==> src/nvds_pkg.sv <==
`timescale 1ns / 1ps
// ----------------------------------------------------------------------------
// nvds_pkg
// shared widths, register indexes, conversion constants and types for the
// nearest-neighbour downscaler with yuv to rgb conversion
// ----------------------------------------------------------------------------
package nvds_pkg;

  localparam int DIM_BITS = 12;
  localparam int CNT_BITS = $clog2(DIM_BITS + 1);
  localparam int PIX_BITS = 8;

  localparam int CFG_IDX_BITS  = 3;
  localparam int CFG_DATA_BITS = DIM_BITS;

  // register indexes
  localparam logic [CFG_IDX_BITS-1:0] CFG_SRC_WIDTH  = CFG_IDX_BITS'(0);
  localparam logic [CFG_IDX_BITS-1:0] CFG_SRC_HEIGHT = CFG_IDX_BITS'(1);
  localparam logic [CFG_IDX_BITS-1:0] CFG_DST_WIDTH  = CFG_IDX_BITS'(2);
  localparam logic [CFG_IDX_BITS-1:0] CFG_DST_HEIGHT = CFG_IDX_BITS'(3);
  localparam logic [CFG_IDX_BITS-1:0] CFG_SWAP       = CFG_IDX_BITS'(4);

  // register reset values
  localparam logic [DIM_BITS-1:0] RST_SRC_WIDTH  = DIM_BITS'(640);
  localparam logic [DIM_BITS-1:0] RST_SRC_HEIGHT = DIM_BITS'(480);
  localparam logic [DIM_BITS-1:0] RST_DST_WIDTH  = DIM_BITS'(256);
  localparam logic [DIM_BITS-1:0] RST_DST_HEIGHT = DIM_BITS'(256);

  // bt.601 full range, q16
  localparam int Q_SHIFT   = 16;
  localparam int PROD_BITS = 26;
  localparam int CH_BITS   = PROD_BITS - Q_SHIFT + 2;

  localparam logic signed [PROD_BITS-1:0] K_RV = PROD_BITS'(91881);
  localparam logic signed [PROD_BITS-1:0] K_GU = PROD_BITS'(22554);
  localparam logic signed [PROD_BITS-1:0] K_GV = PROD_BITS'(46802);
  localparam logic signed [PROD_BITS-1:0] K_BU = PROD_BITS'(116130);
  localparam logic signed [PIX_BITS:0]    CHROMA_OFS = (PIX_BITS + 1)'(128);

  typedef logic [DIM_BITS-1:0] dim_t;

  typedef struct packed {
    logic run;
    logic done;
  } div_stat_t;

endpackage

==> src/nvds_div.sv <==
`timescale 1ns / 1ps
// ----------------------------------------------------------------------------
// nvds_div
// restoring divider, one quotient bit per cycle, for the step constants
// ----------------------------------------------------------------------------
module nvds_div import nvds_pkg::*; (
  input  logic      clk,
  input  logic      rst_n,
  input  logic      start_i,
  input  dim_t      dividend_i,
  input  dim_t      divisor_i,
  output div_stat_t stat_o,
  output dim_t      quotient_o,
  output dim_t      remainder_o
);

  logic                run_r;
  logic                done_r;
  logic [CNT_BITS-1:0] cnt_r;
  dim_t                rem_r;
  dim_t                quo_r;
  dim_t                dvs_r;

  logic [DIM_BITS:0]   shifted;
  dim_t                rem_nxt;
  dim_t                quo_nxt;
  logic                last_step;

  assign last_step = run_r && (cnt_r == CNT_BITS'(1));

  always_comb begin
    shifted = {rem_r, quo_r[DIM_BITS-1]};
    if (shifted >= {1'b0, dvs_r}) begin
      rem_nxt = DIM_BITS'(shifted - {1'b0, dvs_r});
      quo_nxt = {quo_r[DIM_BITS-2:0], 1'b1};
    end else begin
      rem_nxt = shifted[DIM_BITS-1:0];
      quo_nxt = {quo_r[DIM_BITS-2:0], 1'b0};
    end
  end

  always_ff @(posedge clk) begin
    if (!rst_n) begin
      run_r  <= 1'b0;
      done_r <= 1'b0;
      cnt_r  <= '0;
    end else begin
      done_r <= last_step && !start_i;
      if (start_i) begin
        run_r <= 1'b1;
        cnt_r <= CNT_BITS'(DIM_BITS);
      end else if (run_r) begin
        run_r <= !last_step;
        cnt_r <= cnt_r - CNT_BITS'(1);
      end
    end
  end

  always_ff @(posedge clk) begin
    if (start_i) begin
      rem_r <= '0;
      quo_r <= dividend_i;
      dvs_r <= divisor_i;
    end else if (run_r) begin
      rem_r <= rem_nxt;
      quo_r <= quo_nxt;
    end
  end

  assign stat_o      = '{run: run_r, done: done_r};
  assign quotient_o  = quo_r;
  assign remainder_o = rem_r;

endmodule

==> src/nv12_nearest_downscale_to_rgb.sv <==
`timescale 1ns / 1ps
// ----------------------------------------------------------------------------
// nv12_nearest_downscale_to_rgb
// streaming nearest-neighbour downscaler with bt.601 full-range yuv to rgb
// ----------------------------------------------------------------------------
// Source pixels come in raster order, one per transaction, each carrying luma
// and its co-sited 4:2:0 chroma pair; in_tuser marks the first pixel of a
// frame. A pixel that falls on a picked row and column (floor(d*src/dst)) is
// converted to rgb and sent out in b,g,r order (r,g,b with swap off), with
// out_tlast on the last output pixel of the frame. The block takes one pixel
// per clock while in_tready is high; a result passes through stage 1, stage 2
// and the output register. After reset and after every configuration write,
// in_tready stays low while bit-serial dividers work out the row and column
// step quotients and reduce the stored remainders; sizes must be written only
// while the block is idle, and the block itself does not enforce this.
// ----------------------------------------------------------------------------
module nv12_nearest_downscale_to_rgb import nvds_pkg::*; (
  input  logic                     clk,
  input  logic                     rst_n,
  // source pixels
  input  logic                     in_tvalid,
  output logic                     in_tready,
  input  logic [3*PIX_BITS-1:0]    in_tdata,   // luma, chroma_u, chroma_v
  input  logic                     in_tuser,   // frame_start
  // converted pixels
  output logic                     out_tvalid,
  input  logic                     out_tready,
  output logic [3*PIX_BITS-1:0]    out_tdata,  // first_channel, green_channel,
                                               // third_channel
  output logic                     out_tlast,  // frame_end
  // register writes
  input  logic                     cfg_we,
  input  logic [CFG_IDX_BITS-1:0]  cfg_index,
  input  logic [CFG_DATA_BITS-1:0] cfg_wdata
);

  // --------------------------------------------------------------------------
  // configuration registers
  // --------------------------------------------------------------------------
  dim_t src_w_r, src_h_r, dst_w_r, dst_h_r;
  logic swap_r;

  always_ff @(posedge clk) begin
    if (!rst_n) begin
      src_w_r <= RST_SRC_WIDTH;
      src_h_r <= RST_SRC_HEIGHT;
      dst_w_r <= RST_DST_WIDTH;
      dst_h_r <= RST_DST_HEIGHT;
      swap_r  <= 1'b1;
    end else if (cfg_we) begin
      unique case (cfg_index)
        CFG_SRC_WIDTH:  src_w_r <= cfg_wdata;
        CFG_SRC_HEIGHT: src_h_r <= cfg_wdata;
        CFG_DST_WIDTH:  dst_w_r <= cfg_wdata;
        CFG_DST_HEIGHT: dst_h_r <= cfg_wdata;
        CFG_SWAP:       swap_r  <= cfg_wdata[0];
        default: ;
      endcase
    end
  end

  // effective sizes: zero reads as one, target saturated to source
  dim_t sw_eff, sh_eff, tw_eff, th_eff;
  dim_t tw_nz, th_nz;

  always_comb begin
    sw_eff = (src_w_r == '0) ? DIM_BITS'(1) : src_w_r;
    sh_eff = (src_h_r == '0) ? DIM_BITS'(1) : src_h_r;
    tw_nz  = (dst_w_r == '0) ? DIM_BITS'(1) : dst_w_r;
    th_nz  = (dst_h_r == '0) ? DIM_BITS'(1) : dst_h_r;
    tw_eff = (tw_nz > sw_eff) ? sw_eff : tw_nz;
    th_eff = (th_nz > sh_eff) ? sh_eff : th_nz;
  end

  // --------------------------------------------------------------------------
  // step constants: src = q * dst + r, and the stored remainders brought
  // back below the (possibly new) target size
  // --------------------------------------------------------------------------
  logic      recalc_r;
  logic      div_start;
  div_stat_t st_cw, st_rh, st_cr, st_rr;
  dim_t      col_q, col_r, row_q, row_r;
  dim_t      crem_q, crem_r, rrem_q, rrem_r;
  logic      busy_w;
  logic      load_rem;

  // storage for the running pick state; *_rem_r is the full remainder,
  // *_red_r and *_ext_r its split against the current target size
  dim_t src_col_r, dst_col_r, pick_col_r, col_rem_r, col_red_r, col_ext_r;
  dim_t src_row_r, dst_row_r, pick_row_r, row_rem_r, row_red_r, row_ext_r;

  always_ff @(posedge clk) begin
    if (!rst_n) begin
      recalc_r <= 1'b1;
    end else if (cfg_we) begin
      recalc_r <= 1'b1;
    end else begin
      recalc_r <= 1'b0;
    end
  end

  assign div_start = recalc_r && !cfg_we;
  assign load_rem  = st_cr.done;
  assign busy_w    = recalc_r || st_cw.run || st_rh.run || st_cr.run || st_rr.run
                   || st_cw.done || st_rh.done || st_cr.done || st_rr.done;

  nvds_div u_div_col (
    .clk, .rst_n, .start_i(div_start), .dividend_i(sw_eff), .divisor_i(tw_eff),
    .stat_o(st_cw), .quotient_o(col_q), .remainder_o(col_r)
  );

  nvds_div u_div_row (
    .clk, .rst_n, .start_i(div_start), .dividend_i(sh_eff), .divisor_i(th_eff),
    .stat_o(st_rh), .quotient_o(row_q), .remainder_o(row_r)
  );

  nvds_div u_div_crem (
    .clk, .rst_n, .start_i(div_start), .dividend_i(col_rem_r), .divisor_i(tw_eff),
    .stat_o(st_cr), .quotient_o(crem_q), .remainder_o(crem_r)
  );

  nvds_div u_div_rrem (
    .clk, .rst_n, .start_i(div_start), .dividend_i(row_rem_r), .divisor_i(th_eff),
    .stat_o(st_rr), .quotient_o(rrem_q), .remainder_o(rrem_r)
  );

  // --------------------------------------------------------------------------
  // pipeline handshake: each stage moves when the next one has room
  // --------------------------------------------------------------------------
  logic s1_valid_r, s2_valid_r, out_valid_r;
  logic out_rdy, s2_rdy, s1_rdy;
  logic fire;

  assign out_rdy   = !out_valid_r || out_tready;
  assign s2_rdy    = !s2_valid_r || out_rdy;
  assign s1_rdy    = !s1_valid_r || s2_rdy;
  assign in_tready = !busy_w && s1_rdy;
  assign fire      = in_tvalid && in_tready;

  // --------------------------------------------------------------------------
  // position counters and picks
  // --------------------------------------------------------------------------
  logic row_rst, col_rst;
  dim_t c_scol, c_dcol, c_pcol, c_crem, c_cred, c_cext;
  dim_t c_srow, c_drow, c_prow, c_rrem, c_rred, c_rext;
  logic row_hit, col_hit, hit, pix_last;
  logic [DIM_BITS:0] csum, rsum;
  logic cc, rc;
  dim_t cpick_step, crem_step, rpick_step, rrem_step;

  dim_t src_col_nxt, dst_col_nxt, pick_col_nxt, col_rem_nxt, col_red_nxt, col_ext_nxt;
  dim_t src_row_nxt, dst_row_nxt, pick_row_nxt, row_rem_nxt, row_red_nxt, row_ext_nxt;

  always_comb begin
    // restart on frame start, or when the position ran past the frame
    row_rst = in_tuser || (src_row_r >= sh_eff);
    col_rst = row_rst || (src_col_r >= sw_eff);

    c_srow = row_rst ? '0 : src_row_r;
    c_drow = row_rst ? '0 : dst_row_r;
    c_prow = row_rst ? '0 : pick_row_r;
    c_rrem = row_rst ? '0 : row_rem_r;
    c_rred = row_rst ? '0 : row_red_r;
    c_rext = row_rst ? '0 : row_ext_r;
    c_scol = col_rst ? '0 : src_col_r;
    c_dcol = col_rst ? '0 : dst_col_r;
    c_pcol = col_rst ? '0 : pick_col_r;
    c_crem = col_rst ? '0 : col_rem_r;
    c_cred = col_rst ? '0 : col_red_r;
    c_cext = col_rst ? '0 : col_ext_r;

    row_hit  = (c_srow == c_prow) && (c_drow < th_eff);
    col_hit  = (c_scol == c_pcol) && (c_dcol < tw_eff);
    hit      = row_hit && col_hit;
    pix_last = ({1'b0, c_drow} + (DIM_BITS + 1)'(1) == {1'b0, th_eff})
            && ({1'b0, c_dcol} + (DIM_BITS + 1)'(1) == {1'b0, tw_eff});

    // next pick: remainder stays below the target, so one compare carries
    csum       = {1'b0, c_cred} + {1'b0, col_r};
    cc         = csum >= {1'b0, tw_eff};
    crem_step  = cc ? DIM_BITS'(csum - {1'b0, tw_eff}) : csum[DIM_BITS-1:0];
    cpick_step = c_pcol + c_cext + col_q + DIM_BITS'(cc);

    rsum       = {1'b0, c_rred} + {1'b0, row_r};
    rc         = rsum >= {1'b0, th_eff};
    rrem_step  = rc ? DIM_BITS'(rsum - {1'b0, th_eff}) : rsum[DIM_BITS-1:0];
    rpick_step = c_prow + c_rext + row_q + DIM_BITS'(rc);

    src_col_nxt  = src_col_r;
    dst_col_nxt  = dst_col_r;
    pick_col_nxt = pick_col_r;
    col_rem_nxt  = col_rem_r;
    col_red_nxt  = col_red_r;
    col_ext_nxt  = col_ext_r;
    src_row_nxt  = src_row_r;
    dst_row_nxt  = dst_row_r;
    pick_row_nxt = pick_row_r;
    row_rem_nxt  = row_rem_r;
    row_red_nxt  = row_red_r;
    row_ext_nxt  = row_ext_r;

    if (fire) begin
      src_col_nxt  = c_scol;
      dst_col_nxt  = c_dcol;
      pick_col_nxt = c_pcol;
      col_rem_nxt  = c_crem;
      col_red_nxt  = c_cred;
      col_ext_nxt  = c_cext;
      src_row_nxt  = c_srow;
      dst_row_nxt  = c_drow;
      pick_row_nxt = c_prow;
      row_rem_nxt  = c_rrem;
      row_red_nxt  = c_rred;
      row_ext_nxt  = c_rext;

      if (hit) begin
        dst_col_nxt  = c_dcol + DIM_BITS'(1);
        pick_col_nxt = cpick_step;
        col_rem_nxt  = crem_step;
        col_red_nxt  = crem_step;
        col_ext_nxt  = '0;
      end

      if ({1'b0, c_scol} + (DIM_BITS + 1)'(1) >= {1'b0, sw_eff}) begin
        // end of source row
        src_col_nxt  = '0;
        dst_col_nxt  = '0;
        pick_col_nxt = '0;
        col_rem_nxt  = '0;
        col_red_nxt  = '0;
        col_ext_nxt  = '0;
        if (row_hit) begin
          dst_row_nxt  = c_drow + DIM_BITS'(1);
          pick_row_nxt = rpick_step;
          row_rem_nxt  = rrem_step;
          row_red_nxt  = rrem_step;
          row_ext_nxt  = '0;
        end
        if ({1'b0, c_srow} + (DIM_BITS + 1)'(1) >= {1'b0, sh_eff}) begin
          src_row_nxt  = '0;
          dst_row_nxt  = '0;
          pick_row_nxt = '0;
          row_rem_nxt  = '0;
          row_red_nxt  = '0;
          row_ext_nxt  = '0;
        end else begin
          src_row_nxt = c_srow + DIM_BITS'(1);
        end
      end else begin
        src_col_nxt = c_scol + DIM_BITS'(1);
      end
    end else if (load_rem) begin
      // whole multiples of the target go into the next pick step
      col_red_nxt = crem_r;
      col_ext_nxt = crem_q;
      row_red_nxt = rrem_r;
      row_ext_nxt = rrem_q;
    end
  end

  always_ff @(posedge clk) begin
    if (!rst_n) begin
      src_col_r  <= '0;
      dst_col_r  <= '0;
      pick_col_r <= '0;
      col_rem_r  <= '0;
      col_red_r  <= '0;
      col_ext_r  <= '0;
      src_row_r  <= '0;
      dst_row_r  <= '0;
      pick_row_r <= '0;
      row_rem_r  <= '0;
      row_red_r  <= '0;
      row_ext_r  <= '0;
    end else begin
      src_col_r  <= src_col_nxt;
      dst_col_r  <= dst_col_nxt;
      pick_col_r <= pick_col_nxt;
      col_rem_r  <= col_rem_nxt;
      col_red_r  <= col_red_nxt;
      col_ext_r  <= col_ext_nxt;
      src_row_r  <= src_row_nxt;
      dst_row_r  <= dst_row_nxt;
      pick_row_r <= pick_row_nxt;
      row_rem_r  <= row_rem_nxt;
      row_red_r  <= row_red_nxt;
      row_ext_r  <= row_ext_nxt;
    end
  end

  // --------------------------------------------------------------------------
  // stage 1: picked pixel
  // --------------------------------------------------------------------------
  logic [PIX_BITS-1:0] s1_y_r, s1_u_r, s1_v_r;
  logic                s1_last_r;

  always_ff @(posedge clk) begin
    if (!rst_n) begin
      s1_valid_r <= 1'b0;
    end else if (s1_rdy) begin
      s1_valid_r <= fire && hit;
    end
  end

  always_ff @(posedge clk) begin
    if (s1_rdy) begin
      s1_y_r    <= in_tdata[PIX_BITS-1:0];
      s1_u_r    <= in_tdata[2*PIX_BITS-1:PIX_BITS];
      s1_v_r    <= in_tdata[3*PIX_BITS-1:2*PIX_BITS];
      s1_last_r <= pix_last;
    end
  end

  // --------------------------------------------------------------------------
  // stage 2: q16 chroma products
  // --------------------------------------------------------------------------
  logic signed [PIX_BITS:0]    u_s, v_s;
  logic signed [PROD_BITS-1:0] u_x, v_x;
  logic signed [PROD_BITS-1:0] s2_pr_r, s2_pg_r, s2_pb_r;
  logic [PIX_BITS-1:0]         s2_y_r;
  logic                        s2_last_r;

  assign u_s = signed'({1'b0, s1_u_r}) - CHROMA_OFS;
  assign v_s = signed'({1'b0, s1_v_r}) - CHROMA_OFS;
  assign u_x = PROD_BITS'(u_s);
  assign v_x = PROD_BITS'(v_s);

  always_ff @(posedge clk) begin
    if (!rst_n) begin
      s2_valid_r <= 1'b0;
    end else if (s2_rdy) begin
      s2_valid_r <= s1_valid_r;
    end
  end

  always_ff @(posedge clk) begin
    if (s2_rdy) begin
      s2_pr_r   <= K_RV * v_x;
      s2_pg_r   <= K_GU * u_x + K_GV * v_x;
      s2_pb_r   <= K_BU * u_x;
      s2_y_r    <= s1_y_r;
      s2_last_r <= s1_last_r;
    end
  end

  // --------------------------------------------------------------------------
  // stage 3: floor, add luma, clamp, channel order
  // --------------------------------------------------------------------------
  function automatic logic [PIX_BITS-1:0] clamp_byte(input logic signed [CH_BITS-1:0] x);
    logic [PIX_BITS-1:0] res;
    if (x < 0) begin
      res = '0;
    end else if (x > CH_BITS'(255)) begin
      res = '1;
    end else begin
      res = x[PIX_BITS-1:0];
    end
    return res;
  endfunction

  logic signed [CH_BITS-1:0] y_x, r_s, g_s, b_s;
  logic [PIX_BITS-1:0]       r_c, g_c, b_c;
  logic [3*PIX_BITS-1:0]     out_data_r;
  logic                      out_last_r;

  always_comb begin
    y_x = CH_BITS'(signed'({1'b0, s2_y_r}));
    r_s = y_x + CH_BITS'(s2_pr_r >>> Q_SHIFT);
    g_s = y_x - CH_BITS'(s2_pg_r >>> Q_SHIFT);
    b_s = y_x + CH_BITS'(s2_pb_r >>> Q_SHIFT);
    r_c = clamp_byte(r_s);
    g_c = clamp_byte(g_s);
    b_c = clamp_byte(b_s);
  end

  always_ff @(posedge clk) begin
    if (!rst_n) begin
      out_valid_r <= 1'b0;
    end else if (out_rdy) begin
      out_valid_r <= s2_valid_r;
    end
  end

  always_ff @(posedge clk) begin
    if (out_rdy) begin
      out_data_r <= swap_r ? {r_c, g_c, b_c} : {b_c, g_c, r_c};
      out_last_r <= s2_last_r;
    end
  end

  assign out_tvalid = out_valid_r;
  assign out_tdata  = out_data_r;
  assign out_tlast  = out_last_r;

  // --------------------------------------------------------------------------
  // checks
  // --------------------------------------------------------------------------
  // all divider lanes start together and finish in the same cycle
  a_lanes_done: assert property (@(posedge clk) disable iff (!rst_n)
    st_cw.done |-> (st_rh.done && st_cr.done && st_rr.done))
    else $error("divider lanes out of step");

  // single compare-subtract step needs the remainders below the target
  a_col_rem: assert property (@(posedge clk) disable iff (!rst_n)
    !busy_w |-> (col_red_r < tw_eff))
    else $error("column remainder not below target width");

  a_row_rem: assert property (@(posedge clk) disable iff (!rst_n)
    !busy_w |-> (row_red_r < th_eff))
    else $error("row remainder not below target height");

  // no pixel taken while step constants are being worked out
  a_no_fire_busy: assert property (@(posedge clk) disable iff (!rst_n)
    (st_cw.run || recalc_r) |=> !$rose(s1_valid_r))
    else $error("pixel picked during recalculation");

endmodule
==> config.mk <==
export PLATFORM = sky130hd
export DESIGN_NAME = nv12_nearest_downscale_to_rgb
export DESIGN_NICKNAME = d
export VERILOG_FILES = /design/src/nvds_pkg.sv /design/src/nvds_div.sv /design/src/nv12_nearest_downscale_to_rgb.sv
export SDC_FILE = /design/constraint.sdc
export NUM_CORES = 2
export LEC_CHECK = 0
export BUFFER_PORTS_ARGS = -buffer_cell sky130_fd_sc_hd__buf_4
export CORE_ASPECT_RATIO = 1.2
export CORE_MARGIN = 2
export CORE_UTILIZATION = 60
export CTS_CLUSTER_SIZE = 20
export DETAILED_ROUTE_END_ITERATION = 6
export PLACE_DENSITY = 0.77
export SLEW_MARGIN = 10
export SYNTH_ARGS = -nofsm -noshare
export SYNTH_HDL_FRONTEND = slang
export SYNTH_SLANG_ARGS = --single-unit
==> constraint.sdc <==
create_clock -name clk -period 9.9 [get_ports clk]
set_input_delay 0.495 -clock clk [delete_from_list [all_inputs] [get_ports clk]]
set_output_delay 0.495 -clock clk [all_outputs]
set_load 0.05 [all_outputs]
==> results.json <==
{
  "status": "finished, final reports clean",
  "overflow": 0,
  "vias_per_cell": 6.19,
  "dr.pass1.iters": 6,
  "cap_viol_max_count": 0,
  "die_h_um": 276,
  "cp_max_fo": 9,
  "cts_root_buf": "clkbuf_16",
  "cts_hold_buf": 0,
  "ctsHtreeMaxLevel": 2,
  "clock_path_buffers": 3,
  "yosysSeqAreaShare_pct": 27.6,
  "drive_gt1_share_pct": 6.27,
  "rrSetupSlack_ns": 1.23,
  "hpwlAfterDp_um": 78800,
  "powerDensity_nw_per_um2": 205,
  "final_cell_mix": "514 x ha_1, 382 x nand2_1, 380 x inv_1",
  "leakagePower_uw": 0.0176,
  "arrival_ns": 9.17,
  "start_util_pct": 60.8,
  "cts.reportedPaths.clkPinSlew_ns": 0.07,
  "io_pins": 72,
  "ys_ff_latch": 430,
  "cts_resized": 0,
  "use_met2_pct": 54.3,
  "dpl.cell_count": 4996,
  "clk_latency_ns": 0.63,
  "core.rowCount": 99,
  "fin_cells": 5088,
  "busiest_layer": "met2",
  "place.gp.congestion": 0.952,
  "cp_slowest_cell": "a21oi_2",
  "ant_nets": 0,
  "final_core_util_pct": 65.5,
  "syn_area_per_cell_sq_um": 8.69,
  "vias": 31500,
  "ys.flop_type": "dfxtp_1",
  "hp-class": "primary input to flop",
  "min_period_ns": 8.67,
  "syn-cell-area_sq_um": 37100,
  "die_area_sq_um": 63800,
  "setup_violations": 0,
  "grt_antenna_before_repair": 10,
  "drt_wl_total_um": 103000,
  "grt_pass1_wl_um": 164000,
  "met1_usage_pct": 38.9,
  "synth_fp_nets": 4967,
  "ys_types": 94,
  "synth_cells": 4267,
  "numCtsBuffers": 47,
  "grt_pass1_vias": 30800,
  "worst_slew_pin_slew_ns": 1.20,
  "synth_edf_count": 161,
  "use_met3_pct": 4.65,
  "rsz0062_at_grt": "false",
  "drc_errors": 0,
  "endpoint_kind": "flop",
  "cp-start-kind": "flop",
  "grt_max_degree": 88,
  "hold_viol_final": 0,
  "num-nets-final": 4937,
  "finalMaxSlewViolations": 0,
  "fin_skew_ns": 0.0443,
  "ys.warnings.count": 0,
  "design.core.area_sq_um": 60900,
  "post-cts-setup-buffers": 0,
  "finalCritPeriodShare_pct": 87.6,
  "wl_per_cell_um": 20.3,
  "max_freq_ghz": 0.115,
  "grt.total_usage_pct": 32.1,
  "slowest_delay_ns": 0.56,
  "numPortBuffers": 71,
  "layout_commonest_cell": "ha_1",
  "synthToLayoutAreaGrowth_pct": 7.66,
  "largest_register_ff_count": 24,
  "ir_drop_uv": 275,
  "cts_tree": "yes",
  "drtIter0Drc": 2341,
  "slew_headroom_pct": 19.7,
  "ys_async_sr_fraction_pct": 0,
  "tns_ns": 0,
  "cts_sinks": 430,
  "critPathKind": "flop to flop",
  "die_w_um": 231,
  "crit_required_ns": 10.40
}
[synth_stat cells, types with 49 or more instances]
| master | n | area share [%] |
|---|---|---|
| clkbuf_1 | 172 | 1.7 |
| dfxtp_1 | 269 | 15 |
| o21ai_0 | 240 | 3.2 |
| nor2_1 | 308 | 3.1 |
| edfxtp_1 | 161 | 13 |
| xnor2_1 | 165 | 3.9 |
| a22oi_1 | 49 | 0.99 |
| a21o_1 | 61 | 1.2 |
| xor2_1 | 63 | 1.5 |
| nand3_1 | 148 | 2.0 |
| a31oi_1 | 60 | 1.0 |
| inv_1 | 382 | 3.9 |
| ha_1 | 514 | 17 |
| nor3_1 | 72 | 0.97 |
| and2_1 | 98 | 1.7 |
| fa_1 | 141 | 7.6 |
| nand2_1 | 384 | 3.9 |
| a21oi_1 | 268 | 3.6 |
[final cells by class]
cell class,count,area [sq um]
tap,808,1010
antenna,4,10.0
timing repair buffer,116,871
multi-input combinational,3257,24700
sequential,430,10200
inverter,385,1450
clock buffer,61,1310
clock inverter,27,307
fill,5091,21000
[power by group]
part	internal (uW)	switching (uW)	leakage, uW
clock network	1040	810	0.000798
registers	2150	162	0.00386
logic	1550	2470	0.0129
total	4740	3440	0.0176
[kinds of logic (layout without fill, tap and decap cells)]
| logic type | after synthesis | count (layout) | share of synthesized area, % |
|---|---|---|---|
| AO/OA/AOI/OAI | 1058 | 1058 | 18.5 |
| XOR/XNOR | 229 | 229 | 5.45 |
| adder cells (fa/ha/maj) | 657 | 657 | 25.0 |
| buffers and inverters | 580 | 589 | 5.90 |
| flip-flops | 430 | 430 | 27.6 |
| multiplexers | 44 | 44 | 1.20 |
| other | 0 | 4 | 0 |
| AND/OR/NAND/NOR | 1269 | 1269 | 16.3 |
[routing by layer]
layer | part of all wire, % | vias up | wire [um]
met5 | 0.072 | - | 74
met4 | 6.7 | 14 | 6900
met3 | 6.2 | 320 | 6400
met2 | 47 | 1071 | 48900
met1 | 40 | 15000 | 41100
li1 | - | 15100 | -
[through the flow]
step	worst slack (ns)	power (uW)	instance area [sq um]	hold slack [ns]
2_1_floorplan	1.20	5170	37100	0.400
3_3_place_gp	1.42	6250	38300	0.403
3_5_place_dp	1.26	6320	38300	0.405
4_1_cts	1.26	8200	39900	0.0401
5_1_grt	0.559	8740	39900	0.0541
6_report	1.23	8180	39900	0.0647
[final timing paths]
check / start / to / cells after the start
setup / recovery: src_h_r[9] / pick_col_r[11] / 34
hold / removal: in_tdata[8] / s1_u_r[0] / 1
setup reg to reg: src_h_r[9] / pick_col_r[11] / 34
hold reg to reg: s1_y_r[3] / s2_y_r[3] / 0
[critical path: cells and delay by family, from the launching register on]
kind                       cells  cell delay [ns]
DFF                            1             0.49
and+or+nand+nor                6             0.96
buffers and inverters          2             0.32
adders and majority gates      4             1.15
muxes                          1             0.37
AOI/OAI and AO/OA             19             4.82
xor gates and xnor gates       2             0.43
Power figures use the tool's default switching activity.
